File: config.mk
export PLATFORM = sky130hd
export DESIGN_NAME = i2c_bit_level_master_core
export DESIGN_NICKNAME = d
export VERILOG_FILES = /design/src/rtl/i2cbm_pkg.sv /design/src/rtl/i2cbm_in_reg.sv /design/src/rtl/i2cbm_seq.sv /design/src/rtl/i2c_bit_level_master_core.sv
export SDC_FILE = /design/constraint.sdc
export NUM_CORES = 1
export LEC_CHECK = 0
export BUFFER_PORTS_ARGS = -buffer_cell sky130_fd_sc_hd__buf_4
export CAP_MARGIN = 20
export CELL_PAD_IN_SITES_DETAIL_PLACEMENT = 0
export CELL_PAD_IN_SITES_GLOBAL_PLACEMENT = 1
export CORE_MARGIN = 2
export CORE_UTILIZATION = 46
export CTS_CLUSTER_DIAMETER = 200
export CTS_CLUSTER_SIZE = 10
export DETAILED_ROUTE_END_ITERATION = 12
export GPL_ROUTABILITY_DRIVEN = 0
export PLACE_DENSITY_LB_ADDON = 0.1
export SLEW_MARGIN = 20
export SYNTH_ARGS = -nofsm -noshare
export SYNTH_HDL_FRONTEND = slang
export SYNTH_SLANG_ARGS = --single-unit
File: constraint.sdc
create_clock -name clk -period 3.25 [get_ports clk]
set_input_delay 0.4875 -clock clk [delete_from_list [all_inputs] [get_ports clk]]
set_output_delay 0.4875 -clock clk [all_outputs]
set_load 0.005 [all_outputs]
File: src/rtl/i2cbm_pkg.sv
// Shared types and constants for the I2C bit-level master core.
`timescale 1ns / 1ps

package i2cbm_pkg;

  // Command codes, also the sequencer's current-command state
  typedef enum logic [2:0] {
    CMD_IDLE    = 3'd0,
    CMD_START   = 3'd1,
    CMD_STOP    = 3'd2,
    CMD_WRITE   = 3'd3,
    CMD_WAITACK = 3'd4,
    CMD_READ    = 3'd5
  } cmd_e_t;

  // Configuration register indexes
  localparam logic REG_PHASE_TICKS = 1'b0;
  localparam logic REG_ACK_TIMEOUT = 1'b1;

  localparam logic [7:0] PHASE_TICKS_RST = 8'd5;
  localparam logic [7:0] ACK_TIMEOUT_RST = 8'd250;

  // Last bit position of a byte
  localparam logic [2:0] LAST_BIT = 3'd7;

  typedef struct packed {
    logic [2:0] action;
    logic [7:0] data_byte;
    logic       send_ack;
    logic       sda_in;
  } in_item_t;

  typedef struct packed {
    logic       scl_level;
    logic       sda_level;
    logic       sda_is_input;
    logic       busy_res;
    logic       done_res;
    logic [7:0] read_data;
    logic       ack_failed;
  } out_item_t;

endpackage

File: src/rtl/i2cbm_in_reg.sv
// Input register stage: holds one tick item until the sequencer takes it.
`timescale 1ns / 1ps

module i2cbm_in_reg (
  input  logic                 clk,
  input  logic                 rst_n,
  input  logic                 in_valid,
  output logic                 in_stall,
  input  i2cbm_pkg::in_item_t  in_item,
  input  logic                 take,
  output logic                 held_vld,
  output i2cbm_pkg::in_item_t  held_item
);
  import i2cbm_pkg::*;

  logic     vld_r;
  in_item_t item_r;

  // Stall only while a held item is not being consumed this cycle
  assign in_stall  = vld_r && !take;
  assign held_vld  = vld_r;
  assign held_item = item_r;

  always_ff @(posedge clk) begin
    if (!rst_n) begin
      vld_r <= 1'b0;
    end else if (!in_stall) begin
      vld_r <= in_valid;
    end
  end

  always_ff @(posedge clk) begin
    if (!in_stall) begin
      item_r <= in_item;
    end
  end

endmodule

File: src/rtl/i2cbm_seq.sv
// Bus sequencer: config registers, sequence state and one-tick step logic.
`timescale 1ns / 1ps

module i2cbm_seq (
  input  logic                 clk,
  input  logic                 rst_n,
  input  logic                 cfg_we,
  input  logic                 cfg_index,
  input  logic [7:0]           cfg_wdata,
  input  logic                 fire,
  input  i2cbm_pkg::in_item_t  item,
  output i2cbm_pkg::out_item_t res
);
  import i2cbm_pkg::*;

  logic [7:0] phase_ticks_r;
  logic [7:0] ack_timeout_r;

  cmd_e_t     cmd_r, cmd_nxt, cmd_v;
  logic [2:0] phase_r, phase_nxt, ph_v;
  logic [2:0] bit_r, bit_nxt;
  logic [7:0] shift_r, shift_nxt;
  logic [7:0] delay_r, delay_nxt;
  logic [7:0] poll_r, poll_nxt;
  logic       ack_r, ack_nxt;
  logic       scl_r, scl_nxt;
  logic       sda_r, sda_nxt;
  logic       dir_r, dir_nxt;
  logic       err_r, err_nxt;
  logic [7:0] rd_r, rd_nxt;
  logic       done;
  logic       run;
  logic       act_ok;
  logic [7:0] wait_val;

  // Configuration registers
  always_ff @(posedge clk) begin
    if (!rst_n) begin
      phase_ticks_r <= PHASE_TICKS_RST;
      ack_timeout_r <= ACK_TIMEOUT_RST;
    end else if (cfg_we) begin
      if (cfg_index == REG_PHASE_TICKS) phase_ticks_r <= cfg_wdata;
      if (cfg_index == REG_ACK_TIMEOUT) ack_timeout_r <= cfg_wdata;
    end
  end

  // Delay reload: zero phase_ticks behaves as one tick per phase
  assign wait_val = (phase_ticks_r == 8'd0) ? 8'd0 : phase_ticks_r - 8'd1;

  assign act_ok = (item.action >= CMD_START) && (item.action <= CMD_READ);

  // Sequence state registers, advanced once per consumed tick
  always_ff @(posedge clk) begin
    if (!rst_n) begin
      cmd_r   <= CMD_IDLE;
      phase_r <= '0;
      bit_r   <= '0;
      shift_r <= '0;
      delay_r <= '0;
      poll_r  <= '0;
      ack_r   <= 1'b0;
      scl_r   <= 1'b1;
      sda_r   <= 1'b1;
      dir_r   <= 1'b0;
      err_r   <= 1'b0;
      rd_r    <= '0;
    end else if (fire) begin
      cmd_r   <= cmd_nxt;
      phase_r <= phase_nxt;
      bit_r   <= bit_nxt;
      shift_r <= shift_nxt;
      delay_r <= delay_nxt;
      poll_r  <= poll_nxt;
      ack_r   <= ack_nxt;
      scl_r   <= scl_nxt;
      sda_r   <= sda_nxt;
      dir_r   <= dir_nxt;
      err_r   <= err_nxt;
      rd_r    <= rd_nxt;
    end
  end

  // One tick of the sequencer
  always_comb begin
    cmd_nxt   = cmd_r;
    phase_nxt = phase_r;
    bit_nxt   = bit_r;
    shift_nxt = shift_r;
    delay_nxt = delay_r;
    poll_nxt  = poll_r;
    ack_nxt   = ack_r;
    scl_nxt   = scl_r;
    sda_nxt   = sda_r;
    dir_nxt   = dir_r;
    err_nxt   = err_r;
    rd_nxt    = rd_r;
    done      = 1'b0;
    run       = 1'b0;
    cmd_v     = cmd_r;
    ph_v      = phase_r;

    if (cmd_r == CMD_IDLE) begin
      // Idle: a valid command starts at phase zero this tick
      if (act_ok) begin
        cmd_v     = cmd_e_t'(item.action);
        ph_v      = '0;
        delay_nxt = '0;
        run       = 1'b1;
        if (cmd_v == CMD_READ) ack_nxt = item.send_ack;
      end
    end else if (delay_r != 8'd0) begin
      delay_nxt = delay_r - 8'd1;
    end else begin
      run = 1'b1;
    end

    if (run) begin
      cmd_nxt = cmd_v;
      unique case (cmd_v)
        CMD_START: begin
          case (ph_v)
            3'd0: begin
              dir_nxt = 1'b0; sda_nxt = 1'b1; scl_nxt = 1'b1;
              delay_nxt = wait_val; phase_nxt = 3'd1;
            end
            3'd1: begin
              sda_nxt = 1'b0; delay_nxt = wait_val; phase_nxt = 3'd2;
            end
            default: begin
              scl_nxt = 1'b0; done = 1'b1;
            end
          endcase
        end
        CMD_STOP: begin
          case (ph_v)
            3'd0: begin
              dir_nxt = 1'b0; scl_nxt = 1'b0; sda_nxt = 1'b0;
              delay_nxt = wait_val; phase_nxt = 3'd1;
            end
            3'd1: begin
              scl_nxt = 1'b1; sda_nxt = 1'b1;
              delay_nxt = wait_val; phase_nxt = 3'd2;
            end
            default: done = 1'b1;
          endcase
        end
        CMD_WAITACK: begin
          case (ph_v)
            3'd0: begin
              dir_nxt = 1'b1; sda_nxt = 1'b1; poll_nxt = '0; err_nxt = 1'b0;
              delay_nxt = wait_val; phase_nxt = 3'd1;
            end
            3'd1: begin
              scl_nxt = 1'b1; delay_nxt = wait_val; phase_nxt = 3'd2;
            end
            default: begin
              if (!item.sda_in) begin
                scl_nxt = 1'b0; done = 1'b1;
              end else if (poll_r >= ack_timeout_r) begin
                // Timed out: flag it and fall straight into a stop
                err_nxt   = 1'b1;
                cmd_nxt   = CMD_STOP;
                dir_nxt   = 1'b0; scl_nxt = 1'b0; sda_nxt = 1'b0;
                delay_nxt = wait_val; phase_nxt = 3'd1;
              end else begin
                poll_nxt = poll_r + 8'd1;
              end
            end
          endcase
        end
        CMD_WRITE: begin
          case (ph_v)
            3'd0: begin
              // Setup and first data bit in the same tick
              dir_nxt   = 1'b0; scl_nxt = 1'b0; bit_nxt = '0;
              sda_nxt   = item.data_byte[7];
              shift_nxt = {item.data_byte[6:0], 1'b0};
              delay_nxt = wait_val; phase_nxt = 3'd2;
            end
            3'd1: begin
              sda_nxt   = shift_r[7];
              shift_nxt = {shift_r[6:0], 1'b0};
              delay_nxt = wait_val; phase_nxt = 3'd2;
            end
            3'd2: begin
              scl_nxt = 1'b1; delay_nxt = wait_val; phase_nxt = 3'd3;
            end
            3'd3: begin
              scl_nxt = 1'b0; delay_nxt = wait_val; phase_nxt = 3'd4;
            end
            default: begin
              if (bit_r >= LAST_BIT) begin
                done = 1'b1;
              end else begin
                bit_nxt   = bit_r + 3'd1;
                sda_nxt   = shift_r[7];
                shift_nxt = {shift_r[6:0], 1'b0};
                delay_nxt = wait_val; phase_nxt = 3'd2;
              end
            end
          endcase
        end
        CMD_READ: begin
          case (ph_v)
            3'd0: begin
              dir_nxt = 1'b1; bit_nxt = '0; shift_nxt = '0;
              scl_nxt = 1'b0; delay_nxt = wait_val; phase_nxt = 3'd2;
            end
            3'd1: begin
              scl_nxt = 1'b0; delay_nxt = wait_val; phase_nxt = 3'd2;
            end
            3'd2: begin
              // Sample the bus as SCL rises
              scl_nxt   = 1'b1;
              shift_nxt = {shift_r[6:0], item.sda_in};
              delay_nxt = wait_val; phase_nxt = 3'd3;
            end
            3'd3: begin
              if (bit_r >= LAST_BIT) begin
                rd_nxt  = shift_r;
                scl_nxt = 1'b0; dir_nxt = 1'b0; sda_nxt = !ack_r;
                delay_nxt = wait_val; phase_nxt = 3'd5;
              end else begin
                bit_nxt = bit_r + 3'd1;
                scl_nxt = 1'b0; delay_nxt = wait_val; phase_nxt = 3'd2;
              end
            end
            3'd4: begin
              scl_nxt = 1'b0; dir_nxt = 1'b0; sda_nxt = !ack_r;
              delay_nxt = wait_val; phase_nxt = 3'd5;
            end
            3'd5: begin
              scl_nxt = 1'b1; delay_nxt = wait_val; phase_nxt = 3'd6;
            end
            default: begin
              scl_nxt = 1'b0; done = 1'b1;
            end
          endcase
        end
        default: done = 1'b1;
      endcase
    end

    if (done) begin
      cmd_nxt   = CMD_IDLE;
      phase_nxt = '0;
      delay_nxt = '0;
    end
  end

  // Result item reflects the state after this tick
  always_comb begin
    res.scl_level    = scl_nxt;
    res.sda_level    = sda_nxt;
    res.sda_is_input = dir_nxt;
    res.busy_res     = (cmd_nxt != CMD_IDLE);
    res.done_res     = done;
    res.read_data    = rd_nxt;
    res.ack_failed   = err_nxt;
  end

`ifndef SYNTHESIS
  // A pending delay only exists inside a running sequence
  a_delay_busy: assert property (@(posedge clk) disable iff (!rst_n)
    (delay_r != 8'd0) |-> (cmd_r != CMD_IDLE))
    else $error("delay pending while idle");

  // A delay tick counts down and leaves command and phase alone
  a_delay_hold: assert property (@(posedge clk) disable iff (!rst_n)
    (fire && cmd_r != CMD_IDLE && delay_r != 8'd0) |=>
      (cmd_r == $past(cmd_r) && phase_r == $past(phase_r) &&
       delay_r == $past(delay_r) - 8'd1))
    else $error("delay tick changed sequence");

  // Idle with no command stays idle
  a_idle_stays: assert property (@(posedge clk) disable iff (!rst_n)
    (fire && cmd_r == CMD_IDLE && !act_ok) |=> (cmd_r == CMD_IDLE))
    else $error("left idle without a command");

  // Phase never goes past the last read phase
  a_phase_range: assert property (@(posedge clk) disable iff (!rst_n)
    phase_r <= 3'd6)
    else $error("phase out of range");
`endif

endmodule

File: src/rtl/i2c_bit_level_master_core.sv
// Top level of the I2C bit-level master core.
`timescale 1ns / 1ps
//
// Usage: each input item is one bus timing tick. It carries the sampled SDA
// level and, while the core is idle, a command (start, stop, write byte,
// wait ack, read byte). Commands arriving while busy are ignored.
// Every accepted tick produces exactly one result item with the SCL/SDA pin
// levels, SDA direction, busy/done flags, the last read byte and the
// acknowledge error, all as they stand after that tick.
// Channels use valid/stall; an item moves when valid is high and stall low.
// Configuration (phase_ticks at index 0, ack_timeout at index 1) is written
// through cfg_we/cfg_index/cfg_wdata while no tick is in flight.
// The accepted tick is held in the input register, then stepped and
// registered in the result register once that register has room.
// Throughput: one tick per cycle while out_stall is low; the combinational
// step logic feeding the result register sets that rate.
// When out_stall is high the result register holds and, once the input
// register is full, in_stall rises. Synchronous reset (rst_n low) returns
// the sequencer to idle with SCL and SDA released high and SDA as output,
// and restores phase_ticks 5 and ack_timeout 250.

module i2c_bit_level_master_core (
  input  logic                  clk,
  input  logic                  rst_n,
  input  logic                  cfg_we,
  input  logic                  cfg_index,
  input  logic [7:0]            cfg_wdata,
  input  logic                  in_valid,
  output logic                  in_stall,
  input  i2cbm_pkg::in_item_t   in_item,
  output logic                  out_valid,
  input  logic                  out_stall,
  output i2cbm_pkg::out_item_t  out_item
);
  import i2cbm_pkg::*;

  logic      held_vld;
  in_item_t  held_item;
  logic      fire;
  out_item_t res;
  logic      out_vld_r;
  out_item_t out_item_r;

  // Step when an item is held and the result register has room
  assign fire = held_vld && (!out_vld_r || !out_stall);

  i2cbm_in_reg u_in_reg (
    .clk       (clk),
    .rst_n     (rst_n),
    .in_valid  (in_valid),
    .in_stall  (in_stall),
    .in_item   (in_item),
    .take      (fire),
    .held_vld  (held_vld),
    .held_item (held_item)
  );

  i2cbm_seq u_seq (
    .clk       (clk),
    .rst_n     (rst_n),
    .cfg_we    (cfg_we),
    .cfg_index (cfg_index),
    .cfg_wdata (cfg_wdata),
    .fire      (fire),
    .item      (held_item),
    .res       (res)
  );

  // Result register
  always_ff @(posedge clk) begin
    if (!rst_n) begin
      out_vld_r <= 1'b0;
    end else if (fire) begin
      out_vld_r <= 1'b1;
    end else if (!out_stall) begin
      out_vld_r <= 1'b0;
    end
  end

  always_ff @(posedge clk) begin
    if (fire) begin
      out_item_r <= res;
    end
  end

  assign out_valid = out_vld_r;
  assign out_item  = out_item_r;

`ifndef SYNTHESIS
  // A step always lands a result in the output register
  a_fire_out: assert property (@(posedge clk) disable iff (!rst_n)
    fire |=> out_vld_r)
    else $error("step without result");

  // Input side stalls only with a held item that cannot move
  a_stall_cause: assert property (@(posedge clk) disable iff (!rst_n)
    in_stall |-> (held_vld && out_vld_r && out_stall))
    else $error("spurious input stall");

  // A result waiting under stall is not overwritten
  a_no_overwrite: assert property (@(posedge clk) disable iff (!rst_n)
    (out_vld_r && out_stall) |-> !fire)
    else $error("result overwritten under stall");
`endif

endmodule

* Word-level counts from Yosys, hierarchy flattened
Cells that the tools add are included.
Cells by class: bitwise logic cells 2, reductions and logical operators 33, $add $sub $neg 4, eq/ne operators 23, mux-type cells 96, order comparisons 4
Operator list (count):
- 8-bit 2-to-1 mux | 20
- 3-bit 2-to-1 mux | 17
- 8-bit one-hot mux with 2 select lines | 3
- 8-bit one-hot mux with 4 select lines | 1
- 1-bit 2-to-1 mux | 30
- 3-bit one-hot mux with 2 select lines | 5
- 8-bit one-hot mux with 3 select lines | 1
- 1-bit one-hot mux with 2 select lines | 10
- 8-bit by 1-bit subtractor with 8-bit output (second input constant) | 2
- 3-bit == test (second input constant) | 5
- 3-bit one-hot mux with 5 select lines | 1
- 3-bit by 2-bit == test with 1-bit output (second input constant) | 4
- 3-bit one-hot mux with 4 select lines | 1
- 6-bit AND reduction | 2
- 1-bit one-hot mux with 5 select lines | 2
- 2-bit OR reduction | 5
- 1-bit one-hot mux with 3 select lines | 3
- 3-bit one-hot mux with 3 select lines | 1
- 8-bit by 1-bit adder with 8-bit output (second input constant) | 1
- 8-bit greater-or-equal comparator | 1
- 8-bit zero test | 1
- 8-bit AND reduction | 1
- 8-bit nonzero test | 1
- 7-bit by 5-bit inequality test with 1-bit output (second input constant) | 1
- other kinds (29) | 43
Storage, ports and cells: input port bits 27, flip-flop bits (word level) 91, word-level logic and storage cells 189

* Depth between registers and ports, before layout
depth in word-level cells 11, depth in mapped cells 10, depth with buffers taken out 9

* Hierarchy
Synthesis repeated with hierarchy kept, for this count alone.
Unflattened totals: cell total of the unflattened synthesis 598, area, all modules 5111.2 um^2
By module, submodules not included:
- i2cbm_seq | cells each 563, area an instance 4216.5 um^2, sequential area each 1241.2 um^2, times used 1
- i2c_bit_level_master_core | cells each 18, area an instance 459.2 um^2, sequential area each 440.4 um^2, times used 1
- i2cbm_in_reg | cells each 17, area an instance 435.4 um^2, sequential area each 410.4 um^2, times used 1

* Least setup slack after synthesis
No wires, ideal clock.
kind register to register, start point register u_seq.delay_r[0], end point register u_seq.shift_r[5], cell stages (with the launch flop) 11, clock period less this slack 2.471 ns, buffers on the path 1, slack 0.779 ns, arrival 2.401 ns, cells stage by stage dfxtp_1 -> inv_1 -> ha_1 -> or4b_4 -> nor3_4 -> o21ai_2 -> a311oi_2 -> o21ai_2 -> buf_6 -> or3_1 -> a21boi_1
Between the ends: cells in the longest elaborated chain, start to end 4
RTL lines:
- start: declaration | line i2cbm_seq.sv:23 | logic [7:0] delay_r, delay_nxt;
- start signal: assignment | line i2cbm_seq.sv:72 | delay_r <= delay_nxt;
- 8-bit nonzero test | line i2cbm_seq.sv:111 | end else if (delay_r != 8'd0) begin
- 1-bit 2-to-1 mux | line i2cbm_seq.sv:111
- 1-bit 2-to-1 mux | line i2cbm_seq.sv:102 | if (cmd_r == CMD_IDLE) begin
- 6-bit AND reduction (no source line)
- end signal: assignment | line i2cbm_seq.sv:71 | shift_r <= shift_nxt;
- end: declaration | line i2cbm_seq.sv:22 | logic [7:0] shift_r, shift_nxt;
No other way between the ends. A chain may end at the register's enable or synchronous reset.

* Final worst setup path
start point register u_seq.delay_r[0], end point register u_seq.shift_r[4]
The elaborated chain is that of the path after synthesis.

==> results.md <==
| Step | Item | This run |
| --- | --- | --- |
| synthesis | Cell count after synthesis | 599 |
| placed design | Placement-stage cell area | 5578 sq um |
| cells and area | Nets | 677 |
| cells and area | # fillers | 1051 |
| setup path | CP most frequent cell | sky130_fd_sc_hd__o21ai_2 |
| clocking | H-tree depth reported by CTS | 3 |
| drt | Pre-Repair DR Iteration Count | 7 |
| setup path | Critical Path AT | 3.18 ns |
| global routing | Leftover overflow at the end of global routing | 0 |
| synthesis | Number of register bits inferred by synthesis | 91 |
| pwr | Relative contribution of the clock network to total power | 31.2% |
| die | Initial cell density of the core | 47.06% |
| sta | Final Skew | 0.01423 ns |
| placed design | HPWL reported at the end of detailed placement | 9760 um |
| pwr | Total leakage power | 2.259 nW |
| sta | Final Hold Vio Count | 0 |
| sta | Fmax | 347.3 MHz |
| pwr | Internal Pwr Total | 0.001745 W |
| pwr | Share of total power in combinational logic | 18.2% |
| synthesis | Post-synthesis cell area | 5101 sq um |
| cells and area | Area added between synthesis and finish | 13.10% |
| sta | Pins over their slew limit | 0 |
| drt | Iteration-0 DRC count of the detailed router | 271 |
| drt | Average wire per standard cell | 17.49 um |
| flow run | Number of maximum-capacitance violations | 0 |
| clocking | Post-CTS setup repair buffer count | 0 |
| setup path | Largest stage delay, worst path | 0.51 ns |
| synthesis | Seq/Total Area, Yosys | 41.01% |
| sta | Worst hold slack across all endpoints | 0.2805 ns |
| clocking | Source-to-sink clock delay at the later pin of the worst-skew pair | 0.38 ns |
| pwr | Switching power total | 0.0007347 W |
| die | Num rows | 38 |
| sta | Final clock period utilization by the worst path | 88.60% |
| setup path | Kind of start point of the critical path | flop |
| min path | Kind of path behind the tightest hold check | input port to flop |
| cells and area | Share of layout cells above drive strength 1 | 14.51% |
| cells and area | Post-route cell area | 5769 sq um |
| clocking | Clock-pin slew on the worst setup and hold paths | 0.09 ns |
| cells and area | Number of antenna repair diodes | 0 |
| clocking | TritonCTS clock tree | done |
| drt | Remaining routing DRC violations | 0 |
| die | Die area | 11950 sq um |
| synthesis | Mapped Nets | 640 |
| global routing | Global-route total usage across every layer | 24.11% |
| cells and area | Post-Route Utilization | 53.22% |
| sta | Final WS setup | 0.3704 ns |
| setup path | Critical Path Fanout Max | 13 |
| setup path | Required time of the critical path | 3.55 ns |
| sta | Actual slew at the worst max-slew pin | 0.8057 ns |
| synthesis | Number of library cell types mapped by synthesis | 72 |
| global routing | Number of antenna violations at the first check in global routing | 0 |
| synthesis | Top post-synthesis cells by count | 85 x sky130_fd_sc_hd__nand2_1, 64 x sky130_fd_sc_hd__dfxtp_1, 53 x sky130_fd_sc_hd__nor2_1, 33 x sky130_fd_sc_hd__o21ai_0, 29 x sky130_fd_sc_hd__a21oi_1 |
| clocking | CTS Buf Count | 9 |
| cells and area | Total area of multi-input combinational cells | 2781 sq um |
| sta | Shortest clock period the worst path allows after layout | 2.880 ns |
| global routing | Vias in the first global route | 4291 |
| clocking | Post_cts resized | 0 |
| die | Num ports | 43 |
| clocking | Clock tree root buffer cell | sky130_fd_sc_hd__clkbuf_8 |
| setup path | Critical Path Sink Type | flop |
| synthesis | Mean cell area of the mapped netlist | 8.516 sq um |
| die | Die Span Y | 109.3 um |
| setup path | CP delay by family, top | simple AND/OR/NAND/NOR gates |
| pwr | Sw Share | 29.63% |
| die | Core Region | 10840 sq um |
| synthesis | Proportion of register bits with asynchronous set or reset after synthesis | 0% |
| run status | Run status | completed |
| synthesis | Top cells by area, synth | sky130_fd_sc_hd__dfxtp_1 25%, sky130_fd_sc_hd__edfxtp_1 16%, sky130_fd_sc_hd__nand2_1 6.3% |
| cells and area | Sequential cell area in the final layout | 2092 sq um |
| sta | Number of setup violations in the final report | 0 |
| clocking | Total clock sinks | 91 |
| pwr | Relative contribution of sequential cells to total power | 50.7% |
| drt | Routed Wire Length | 13660 um |
| synthesis | Count of yosys warnings during synthesis | 0 |
| drt | Vias per Instance | 5.846 |
| sta | Relative slew slack | 46.14% |
| global routing | Pin count of the biggest net entering global routing | 53 |
| placed design | Post-Place Setup Slack | 0.4479 ns |
| synthesis | Main flop type after synthesis | sky130_fd_sc_hd__dfxtp_1 |
| synthesis | Top-count cell post-synth | sky130_fd_sc_hd__nand2_1 |
| pwr | Power density over the cells | 429.8 nW/um^2 |
| setup path | R2r setup slk | 0.37 ns |
| setup path | Class of the most critical setup path | flop to flop |
| setup path | Slowest stage cell, crit path | sky130_fd_sc_hd__or4b_4 |
| synthesis | Cell taking the most area after synthesis | sky130_fd_sc_hd__dfxtp_1 |
| setup path | CP bufs+invs | 1 |
| setup path | Cell-by-cell trace of the critical path | inv_1, ha_1, or4b_4, nor3_4, o21ai_2, a311oi_2, o21ai_2, or3_1, a21boi_0 |
| placed design | Buffers on Ports | 42 |
| die | Horizontal extent of the die | 109.3 um |
| drt | Routed via count | 4566 |
| sta | Setup repair after global routing missed its margin | false |
| clocking | Number of buffers inserted for hold repair after clock tree synthesis | 0 |
| synthesis | Number of flops mapped to enable cells by yosys | 27 |
| pwr | Worst VDD drop | 0.0002881 V |
| synthesis | Fraction of synthesized cell area taken by the top area cell type | 25.12% |
| global routing | Wire length of the first global-routing pass | 22010 um |
| sta | Sum of negative setup slack | 0 ns |
| clocking | Maximum count of clock buffers along a single path | 2 |
| drt | Post-detailed-route count of antenna-violating nets | 0 |
## path summary, 6_finish.rpt
path	end	cells past startpoint	startpoint
worst max-delay path	u_seq.shift_r[4]$_SDFFE_PN0P_	9	u_seq.delay_r[0]$_SDFFE_PN0P_
worst min-delay path	u_in_reg.held_item[9]$_DFFE_PN_	1	in_item[9]
worst max register to register	u_seq.shift_r[4]$_SDFFE_PN0P_	9	u_seq.delay_r[0]$_SDFFE_PN0P_
worst min register to register	u_seq.rd_r[6]$_SDFFE_PN0P_	2	u_seq.rd_r[6]$_SDFFE_PN0P_
## power groups by stage
stage                     logic, W  clock network (W)  registers [W]
after CTS                 0.000443           0.000798        0.00126
final                     0.000450           0.000773        0.00126
after global routing      0.000493           0.000842        0.00126
after detailed placement  0.000441                  0        0.00128
after floorplan           0.000304                  0        0.00126
after global placement    0.000441                  0        0.00128
## worst register-to-register path: cells and delay by family (launching register included)
family / cells / cell delay, ns
and+or+nand+nor: 3 / 1.18
AOI/OAI and AO/OA: 4 / 1.00
DFF: 1 / 0.34
adders and majority gates: 1 / 0.22
buffers and inverters: 1 / 0.08
## area by class of cell
cell class,instances,share of cell area (%)
sequential,91,36.26
clock inverter,7,1.171
timing repair buffer,58,7.547
tap,140,3.036
clock buffer,9,2.147
inverter,25,1.627
multi-input combinational,451,48.21
## registers in the layout (all words and copies together) (netlist names)
signal / count
out_valid: 1
u_seq.scl_r: 1
u_seq.sda_r: 1
u_seq.rd_r: 8
out_item: 14
u_seq.poll_r: 8
u_seq.phase_r: 3
u_seq.ack_r: 1
u_seq.phase_ticks_r: 8
u_seq.bit_r: 3
u_seq.shift_r: 8
u_seq.delay_r: 8
u_seq.ack_timeout_r: 8
u_seq.cmd_r: 3
u_in_reg.held_vld: 1
u_seq.dir_r: 1
u_in_reg.held_item: 13
u_seq.err_r: 1
## routing by layer
metal / track usage, % / up-vias / part of all wire, %
met4: 9.855 / 0 / 2.4
met5: 0 / - / 0
met1: 34.32 / 2137 / 47
met2: 36.91 / 165 / 45
li1: - / 2237 / -
met3: 3.320 / 27 / 6.0
## through the flow
stage / instances / total power (W)
after floorplan: 599 / 0.001567
after global placement: 765 / 0.001722
after detailed placement: 765 / 0.001723
after CTS: 781 / 0.002496
after global routing: 781 / 0.002598
final: 781 / 0.002479
## layout by cell type, fill, tap and decap left out, types with 3 or more instances in the layout
cell type / n
sky130_fd_sc_hd__nand2_1: 85
sky130_fd_sc_hd__dfxtp_1: 64
sky130_fd_sc_hd__buf_4: 58
sky130_fd_sc_hd__nor2_1: 53
sky130_fd_sc_hd__o21ai_0: 33
sky130_fd_sc_hd__a21oi_1: 29
sky130_fd_sc_hd__edfxtp_1: 27
sky130_fd_sc_hd__inv_1: 24
sky130_fd_sc_hd__a21boi_0: 22
sky130_fd_sc_hd__nand3_1: 20
sky130_fd_sc_hd__nor3_1: 17
sky130_fd_sc_hd__a31oi_1: 14
sky130_fd_sc_hd__ha_1: 14
sky130_fd_sc_hd__xor2_1: 13
sky130_fd_sc_hd__mux2i_1: 11
sky130_fd_sc_hd__or3_1: 10
sky130_fd_sc_hd__nor2b_1: 10
sky130_fd_sc_hd__o211ai_1: 10
sky130_fd_sc_hd__clkbuf_8: 9
sky130_fd_sc_hd__mux2_2: 8
sky130_fd_sc_hd__and2_1: 6
sky130_fd_sc_hd__nand4_1: 6
sky130_fd_sc_hd__xnor2_1: 6
sky130_fd_sc_hd__a32oi_1: 5
sky130_fd_sc_hd__nand2b_1: 4
sky130_fd_sc_hd__o221ai_1: 4
sky130_fd_sc_hd__nor3b_1: 4
sky130_fd_sc_hd__clkinv_1: 3
sky130_fd_sc_hd__nand3b_1: 3
sky130_fd_sc_hd__a21boi_1: 3
sky130_fd_sc_hd__and3_1: 3
sky130_fd_sc_hd__o22ai_1: 3
sky130_fd_sc_hd__a22oi_1: 3
sky130_fd_sc_hd__o21a_1: 3
## kinds of logic after synthesis
logic type / after synthesis / synth area share (%)
and+or+nand+nor: 239 / 22.71
AOI/OAI and AO/OA: 160 / 21.19
xor gates and xnor gates: 19 / 3.262
muxes: 19 / 3.925
DFF: 91 / 41.01
adders and majority gates: 14 / 3.434
buffers and inverters: 57 / 4.464
No activity file was read; power rests on OpenSTA's default activity.
